[src/rtl/jsu_pkg.sv]
// ----------------------------------------------------------------------------
// jsu_pkg
// Shared types and constants for the JSON string unescape block.
// ----------------------------------------------------------------------------
package jsu_pkg;

    // decoder modes: normal, after backslash, waiting for hex digit 1..4
    typedef enum logic [2:0] {
        MODE_NORMAL = 3'd0,
        MODE_ESC    = 3'd1,
        MODE_HEX1   = 3'd2,
        MODE_HEX2   = 3'd3,
        MODE_HEX3   = 3'd4,
        MODE_HEX4   = 3'd5
    } t_mode;

    typedef enum logic [1:0] {
        KIND_DATA   = 2'd0,
        KIND_END    = 2'd1,
        KIND_BADESC = 2'd2,
        KIND_BADHEX = 2'd3
    } t_kind;

    localparam logic [7:0] CHR_QUOTE = 8'h22;
    localparam logic [7:0] CHR_BSL   = 8'h5C;
    localparam logic [7:0] CHR_SLASH = 8'h2F;
    localparam logic [7:0] CHR_B     = 8'h62;
    localparam logic [7:0] CHR_F     = 8'h66;
    localparam logic [7:0] CHR_N     = 8'h6E;
    localparam logic [7:0] CHR_R     = 8'h72;
    localparam logic [7:0] CHR_T     = 8'h74;
    localparam logic [7:0] CHR_U     = 8'h75;

    localparam logic [7:0] UTF8_LEAD2 = 8'hC0;
    localparam logic [7:0] UTF8_LEAD3 = 8'hE0;
    localparam logic [7:0] UTF8_CONT  = 8'h80;

    // up to three results caused by one input byte; all data when count > 1
    typedef struct packed {
        logic [1:0]      count;
        logic [2:0][7:0] bytes;
        t_kind           kind;
    } t_group;

    // returns {valid, value}
    function automatic logic [4:0] hex_value(input logic [7:0] c);
        logic [4:0] v;
        v = 5'd0;
        if (c >= 8'h30 && c <= 8'h39) begin
            v = {1'b1, 4'(c - 8'h30)};
        end else if (c >= 8'h61 && c <= 8'h66) begin
            v = {1'b1, 4'(c - 8'h57)};
        end else if (c >= 8'h41 && c <= 8'h46) begin
            v = {1'b1, 4'(c - 8'h37)};
        end
        return v;
    endfunction

endpackage

[src/rtl/jsu_decode.sv]
// ----------------------------------------------------------------------------
// jsu_decode
// Escape decoder: holds the mode and hex accumulator, turns one byte into a
// group of zero to three results.
// ----------------------------------------------------------------------------
module jsu_decode (
    input  logic            i_clk,
    input  logic            i_rst_n,
    input  logic [7:0]      i_byte,
    input  logic            i_advance,
    output jsu_pkg::t_group o_group
);

    jsu_pkg::t_mode   r_mode, n_mode;
    logic [11:0]      r_hex, n_hex;
    logic [4:0]       hv;
    logic [15:0]      cp;
    jsu_pkg::t_group  grp;

    assign hv = jsu_pkg::hex_value(i_byte);
    assign cp = {r_hex, hv[3:0]};

    always_comb begin
        n_mode     = r_mode;
        n_hex      = r_hex;
        grp.count  = 2'd0;
        grp.bytes  = '0;
        grp.kind   = jsu_pkg::KIND_DATA;
        case (r_mode)
            jsu_pkg::MODE_ESC: begin
                grp.count = 2'd1;
                n_mode    = jsu_pkg::MODE_NORMAL;
                case (i_byte)
                    jsu_pkg::CHR_QUOTE: grp.bytes[0] = jsu_pkg::CHR_QUOTE;
                    jsu_pkg::CHR_BSL:   grp.bytes[0] = jsu_pkg::CHR_BSL;
                    jsu_pkg::CHR_SLASH: grp.bytes[0] = jsu_pkg::CHR_SLASH;
                    jsu_pkg::CHR_B:     grp.bytes[0] = 8'h08;
                    jsu_pkg::CHR_F:     grp.bytes[0] = 8'h0C;
                    jsu_pkg::CHR_N:     grp.bytes[0] = 8'h0A;
                    jsu_pkg::CHR_R:     grp.bytes[0] = 8'h0D;
                    jsu_pkg::CHR_T:     grp.bytes[0] = 8'h09;
                    jsu_pkg::CHR_U: begin
                        grp.count = 2'd0;
                        n_mode    = jsu_pkg::MODE_HEX1;
                        n_hex     = 12'd0;
                    end
                    default: begin
                        grp.kind = jsu_pkg::KIND_BADESC;
                        n_hex    = 12'd0;
                    end
                endcase
            end
            jsu_pkg::MODE_HEX1, jsu_pkg::MODE_HEX2, jsu_pkg::MODE_HEX3: begin
                if (!hv[4]) begin
                    grp.count = 2'd1;
                    grp.kind  = jsu_pkg::KIND_BADHEX;
                    n_mode    = jsu_pkg::MODE_NORMAL;
                    n_hex     = 12'd0;
                end else begin
                    n_hex = {r_hex[7:0], hv[3:0]};
                    case (r_mode)
                        jsu_pkg::MODE_HEX1: n_mode = jsu_pkg::MODE_HEX2;
                        jsu_pkg::MODE_HEX2: n_mode = jsu_pkg::MODE_HEX3;
                        default:            n_mode = jsu_pkg::MODE_HEX4;
                    endcase
                end
            end
            jsu_pkg::MODE_HEX4: begin
                n_mode = jsu_pkg::MODE_NORMAL;
                n_hex  = 12'd0;
                if (!hv[4]) begin
                    grp.count = 2'd1;
                    grp.kind  = jsu_pkg::KIND_BADHEX;
                end else if (cp[15:7] == 9'd0) begin
                    grp.count    = 2'd1;
                    grp.bytes[0] = {1'b0, cp[6:0]};
                end else if (cp[15:11] == 5'd0) begin
                    grp.count    = 2'd2;
                    grp.bytes[0] = jsu_pkg::UTF8_LEAD2 | {3'b000, cp[10:6]};
                    grp.bytes[1] = jsu_pkg::UTF8_CONT | {2'b00, cp[5:0]};
                end else begin
                    grp.count    = 2'd3;
                    grp.bytes[0] = jsu_pkg::UTF8_LEAD3 | {4'b0000, cp[15:12]};
                    grp.bytes[1] = jsu_pkg::UTF8_CONT | {2'b00, cp[11:6]};
                    grp.bytes[2] = jsu_pkg::UTF8_CONT | {2'b00, cp[5:0]};
                end
            end
            default: begin
                // normal mode; unused codes behave the same
                if (i_byte == jsu_pkg::CHR_BSL) begin
                    n_mode = jsu_pkg::MODE_ESC;
                end else if (i_byte == jsu_pkg::CHR_QUOTE) begin
                    grp.count = 2'd1;
                    grp.kind  = jsu_pkg::KIND_END;
                    n_mode    = jsu_pkg::MODE_NORMAL;
                    n_hex     = 12'd0;
                end else begin
                    grp.count    = 2'd1;
                    grp.bytes[0] = i_byte;
                    n_mode       = jsu_pkg::MODE_NORMAL;
                end
            end
        endcase
    end

    assign o_group = grp;

    always_ff @(posedge i_clk) begin
        if (!i_rst_n) begin
            r_mode <= jsu_pkg::MODE_NORMAL;
            r_hex  <= 12'd0;
        end else if (i_advance) begin
            r_mode <= n_mode;
            r_hex  <= n_hex;
        end
    end

endmodule

[src/rtl/jsu_out_buf.sv]
// ----------------------------------------------------------------------------
// jsu_out_buf
// Result register: holds one result group and hands its entries out one
// request at a time, taking the next group as the last entry leaves.
// ----------------------------------------------------------------------------
module jsu_out_buf (
    input  logic            i_clk,
    input  logic            i_rst_n,
    input  logic            i_load,
    input  jsu_pkg::t_group i_group,
    output logic            o_free,
    output logic            o_valid,
    input  logic            i_ready,
    output logic [7:0]      o_byte,
    output logic [1:0]      o_kind,
    output logic            o_last
);

    logic            r_valid;
    jsu_pkg::t_group r_grp;
    logic [1:0]      r_idx;
    logic            is_last;

    assign is_last = (r_idx == r_grp.count - 2'd1);
    assign o_free  = !r_valid || (i_ready && is_last);
    assign o_valid = r_valid;
    assign o_byte  = r_grp.bytes[r_idx];
    assign o_kind  = r_grp.kind;
    assign o_last  = is_last;

    always_ff @(posedge i_clk) begin
        if (!i_rst_n) begin
            r_valid <= 1'b0;
            r_idx   <= 2'd0;
        end else if (i_load && o_free) begin
            r_valid <= 1'b1;
            r_idx   <= 2'd0;
        end else if (r_valid && i_ready) begin
            if (is_last) begin
                r_valid <= 1'b0;
            end else begin
                r_idx <= r_idx + 2'd1;
            end
        end
    end

    always_ff @(posedge i_clk) begin
        if (i_load && o_free) begin
            r_grp <= i_group;
        end
    end

endmodule

[src/rtl/json_string_unescape_top.sv]
// ----------------------------------------------------------------------------
// json_string_unescape_top
// Streaming decoder for the body of a JSON string, emitting UTF-8 bytes.
// ----------------------------------------------------------------------------
// Bytes of a string body enter one per request after the opening quote.
// Each byte is registered, decoded combinationally and its results (none
// for a backslash, 'u' and the first three hex digits, three at most for
// a \u escape) go to a result register handing out one result per cycle
// while the output is ready. A new byte is taken every cycle while the
// output is ready and each byte yields at most one result; else the next
// byte waits until the single result port has taken all earlier results.
// Results pass the input register and the result register. An unescaped
// quote yields an end result and returns the decoder to its reset state;
// bad escapes and bad hex digits yield an error result and do the same.
module json_string_unescape_top (
    input  logic       i_clk,
    input  logic       i_rst_n,
    input  logic       i_in_valid,
    output logic       o_in_ready,
    input  logic [7:0] i_in_byte,
    output logic       o_out_valid,
    input  logic       i_out_ready,
    output logic [7:0] o_out_byte,
    output logic [1:0] o_kind,
    output logic       o_last
);

    logic            r_in_valid;
    logic [7:0]      r_in_byte;
    jsu_pkg::t_group grp;
    logic            buf_free;
    logic            consume;

    // a byte without results moves on regardless of the output side
    assign consume    = r_in_valid && (grp.count == 2'd0 || buf_free);
    assign o_in_ready = !r_in_valid || consume;

    always_ff @(posedge i_clk) begin
        if (!i_rst_n) begin
            r_in_valid <= 1'b0;
        end else if (o_in_ready) begin
            r_in_valid <= i_in_valid;
        end
    end

    always_ff @(posedge i_clk) begin
        if (i_in_valid && o_in_ready) begin
            r_in_byte <= i_in_byte;
        end
    end

    jsu_decode u_decode (
        .i_clk     (i_clk),
        .i_rst_n   (i_rst_n),
        .i_byte    (r_in_byte),
        .i_advance (consume),
        .o_group   (grp)
    );

    jsu_out_buf u_out_buf (
        .i_clk   (i_clk),
        .i_rst_n (i_rst_n),
        .i_load  (consume && grp.count != 2'd0),
        .i_group (grp),
        .o_free  (buf_free),
        .o_valid (o_out_valid),
        .i_ready (i_out_ready),
        .o_byte  (o_out_byte),
        .o_kind  (o_kind),
        .o_last  (o_last)
    );

`ifndef SYNTH
    // a held input byte is never overwritten before it is decoded
    a_in_hold: assert property (@(posedge i_clk) disable iff (!i_rst_n)
        r_in_valid && !consume |=> r_in_valid && $stable(r_in_byte))
        else $error("input register overwritten");

    // end and error results stand alone
    a_single: assert property (@(posedge i_clk) disable iff (!i_rst_n)
        o_out_valid && o_kind != jsu_pkg::KIND_DATA |-> o_last)
        else $error("non-data result not last");

    a_end_zero: assert property (@(posedge i_clk) disable iff (!i_rst_n)
        o_out_valid && o_kind == jsu_pkg::KIND_END |-> o_out_byte == 8'd0)
        else $error("end result carries data");

    // a multi-byte group only comes from data
    a_group_kind: assert property (@(posedge i_clk) disable iff (!i_rst_n)
        r_in_valid && grp.count > 2'd1 |-> grp.kind == jsu_pkg::KIND_DATA)
        else $error("multi-result group with error kind");
`endif

endmodule
[config.mk]
export PLATFORM = sky130hd
export DESIGN_NAME = json_string_unescape_top
export DESIGN_NICKNAME = d
export VERILOG_FILES = /design/src/rtl/jsu_pkg.sv /design/src/rtl/jsu_decode.sv /design/src/rtl/jsu_out_buf.sv /design/src/rtl/json_string_unescape_top.sv
export SDC_FILE = /design/constraint.sdc
export NUM_CORES = 1
export LEC_CHECK = 0
export BUFFER_PORTS_ARGS = -buffer_cell sky130_fd_sc_hd__clkbuf_2
export CAP_MARGIN = 10
export CORE_ASPECT_RATIO = 1.1
export CORE_MARGIN = 5
export CORE_UTILIZATION = 60
export DETAILED_ROUTE_END_ITERATION = 10
export PLACE_DENSITY = 0.87
export SLEW_MARGIN = 0
export SYNTH_ARGS = -nofsm -noshare
export SYNTH_HDL_FRONTEND = slang
export SYNTH_SLANG_ARGS = --single-unit
[constraint.sdc]
create_clock -name i_clk -period 5 [get_ports i_clk]
set_clock_uncertainty 0.2 [all_clocks]
set_input_delay 0.5 -clock i_clk [delete_from_list [all_inputs] [get_ports i_clk]]
set_output_delay 0.5 -clock i_clk [all_outputs]
set_load 0.02 [all_outputs]
==> metrics.md <==
| Metric | Value |
|---|---|
| DP Area | 3190 µm² |
| R2R cell count | 10 |
| Starting DRC count in detailed routing | 189 |
| IO Count | 25 |
| Postcts setup bufs | 0 |
| Power share of the sequential group | 59.3% |
| Final period util | 77.5% |
| Maximum clock path buffer count | 2 |
| RSZ-0062 raised after global routing | false |
| CTS Root Cell | clkbuf_8 |
| Peak supply drop | 0.137 mV |
| Post-synth EDFFs | 34 |
| Final Hold Vio Count | 0 |
| Clock transition at path regs | 0.09 ns |
| Crit Path Class | reg2out |
| Clk network pwr share | 29.1% |
| Worst-margin pin slew | 0.938 ns |
| Rel. slew slack | 37.3% |
| Setup TNS | 0 ns |
| Cell Area, Synth | 3100 µm² |
| Vias per cell | 6.61 |
| Yosys Warn Count | 0 |
| # resized after CTS | 0 |
| First-pass DRT Iterations | 5 |
| Die area | 6700 µm² |
| Antenna violations before repair | 0 |
| Placer Congestion | 0.948 |
| Synth Flop Type | edfxtp_1 |
| Commonest non-fill, non-tap cell in the layout | edfxtp_1 |
| Element type at the critical path start | flip-flop |
| Most frequent cells in the layout | edfxtp_1 (34), nor2_1 (29), nand2_1 (28) |
| Status | complete, no violations |
| Net Sw Frac | 26.9% |
| Post-synth ARST share | 0% |
| Final setup fails | 0 |
| Seq/Total Area, Yosys | 45.2% |
| Leak | 1.21 nW |
| Nature of the critical path endpoint | primary output |
| Sw power | 228 µW |
| Power Total | 849 µW |
| All-Layer GR Usage | 22.2% |
| DRC | 0 |
| CTS tree | done |
| Layout net count | 347 |
| Via count | 2,570 |
| Die H | 85.4 µm |
| Port Buffers | 24 |
| Hold depth | 1 |
| Post-synth net total | 333 |
| Rows | 27 |
| Gr ovfl total | 0 |
| Core area | 5000 µm² |
| Largest net degree at the start of global routing | 25 |
| Starting density of the core | 62.0% |
| Crit Path Max Fanout | 9 |
| Syn_area_per_cell | 9.80 µm² |
| Area delta synth->final | 6.10% |
| Post-cts hold buffer count | 0 |
| Fmax | 258 MHz |
| Gate power share | 11.6% |
| Met2 wire len | 3.30 mm |
| Layout cells sized above 1 | 13.9% |
| Routed WL | 7.01 mm |
| Final min period | 3.87 ns |
| CP required | 4.30 ns |
| First-pass GRT wire length | 11.7 mm |
| Total CTS buffers | 5 |
| M1 WL | 2.86 mm |
| Cell-internal power | 621 µW |
| Final Core Density | 65.7% |
| Hold Path Class | in2reg |
| Synthesis-stage register bit count | 53 |
| H-Tree Depth | 2 |
| Met3 WL | 624 µm |
| Power Density | 258 nW/µm² |
| Yosys cell types | 67 |
| Top Metal Used | met4 |
| Die Width | 78.5 µm |
| Post-Syn Instances | 316 |
| DR WL/cell | 18.0 µm |
| Post-route cell area | 3290 µm² |
| Max-cap violations | 0 |
| Clock Latency Late Sink | 0.31 ns |
| Slew Viols, Final | 0 |
| Sink Count | 53 |
| Vias in the first global route | 2,437 |
| Antenna Cells | 0 |
| Routed Antenna Nets | 0 |
| Post-DP HPWL | 5.25 mm |
| Critical Path AT | 3.17 ns |
final timing paths:
path	from	end	slack [ns]
worst max-delay path	r_in_byte[1]	o_in_ready	1.13
worst min register to register	u_decode.r_hex[8]	u_decode.r_hex[8]	0.32
worst max register to register	r_in_byte[0]	r_in_byte[4]	1.40
worst min-delay path	i_in_byte[3]	r_in_byte[3]	0.16
power by group through the flow:
| stage | Clock, mW | Sequential [mW] | Combinational (mW) |
|---|---|---|---|
| floorplan | 0 | 0.503 | 0.0778 |
| global placement | 0 | 0.513 | 0.0956 |
| detailed placement | 0 | 0.513 | 0.0971 |
| CTS | 0.249 | 0.503 | 0.0975 |
| global route | 0.264 | 0.506 | 0.107 |
| finish | 0.247 | 0.504 | 0.0986 |
layer usage:
layer  GRT usage (%)  vias to the layer above
met5               0                        -
met4            8.27                        0
met1            28.7                     1191
li1                -                     1209
met2            36.7                      140
met3            4.56                       30
synth_stat cells, types with 5 or more instances:
library cell   n  area [µm²]
edfxtp_1      34        1020
mux2i_1        9        90.1
nor3_1        11        55.1
and3_1         7        43.8
nor2_1        30         113
nand3_1        8        40.0
buf_2          5        25.0
a21oi_1       20         100
nor2b_1        9        56.3
ha_1           5        62.6
buf_4          5        37.5
dfxtp_1       19         380
inv_1         12        45.0
o21ai_0       15        75.1
nand2_1       28         105
o31ai_1        5        37.5
a22o_1        11        96.3
kinds of logic (layout without fill, tap and decap cells):
kind of cell               Yosys count  count (layout)  synth area share, %
and+or+nand+nor                    125             125                 21.2
AOI/OAI and AO/OA                   88              88                 22.0
DFF                                 53              53                 45.2
buffers and inverters               31              46                 5.17
muxes                               10              10                 3.27
adders and majority gates            5               5                 2.02
xor gates and xnor gates             4               4                 1.13
sequential cells by signal, summed over array words and instances (netlist names):
register	count
u_out_buf.r_idx	2
r_in_byte	8
u_out_buf.o_kind	2
u_out_buf.o_valid	1
r_in_valid	1
u_decode.r_hex	12
u_out_buf.r_grp	24
u_decode.r_mode	3
cell type report:
type / instances / area [µm²]
inverters: 13 / 51.3
well taps: 58 / 72.6
flip-flops and latches: 53 / 1400
clock buffers: 5 / 68.8
repair buffers: 25 / 128
fillers: 410 / 1710
multi-input cells: 232 / 1540
clock inverters: 3 / 26.3
stage by stage:
stage | setup slack [ns] | cells | hold slack, ns
after global routing | 0.935 | 389 | 0.150
final | 1.13 | 389 | 0.159
after detailed placement | 1.41 | 381 | 0.276
after global placement | 1.54 | 381 | 0.276
after floorplan | 1.29 | 316 | 0.256
after CTS | 1.17 | 389 | 0.159
critical path: stages, from the launching register on:
cell and delay (ns):
edfxtp_1 0.51, inv_1 0.16, ha_1 0.32, o21bai_1 0.16, a2111oi_4 0.48, or2_1 0.31
nand2_4 0.14, inv_4 0.10, o31ai_2 0.11, nor2_1 0.33, inv_1 0.08, clkbuf_2 0.16
Note: power is estimated with default switching activity, not from simulation.
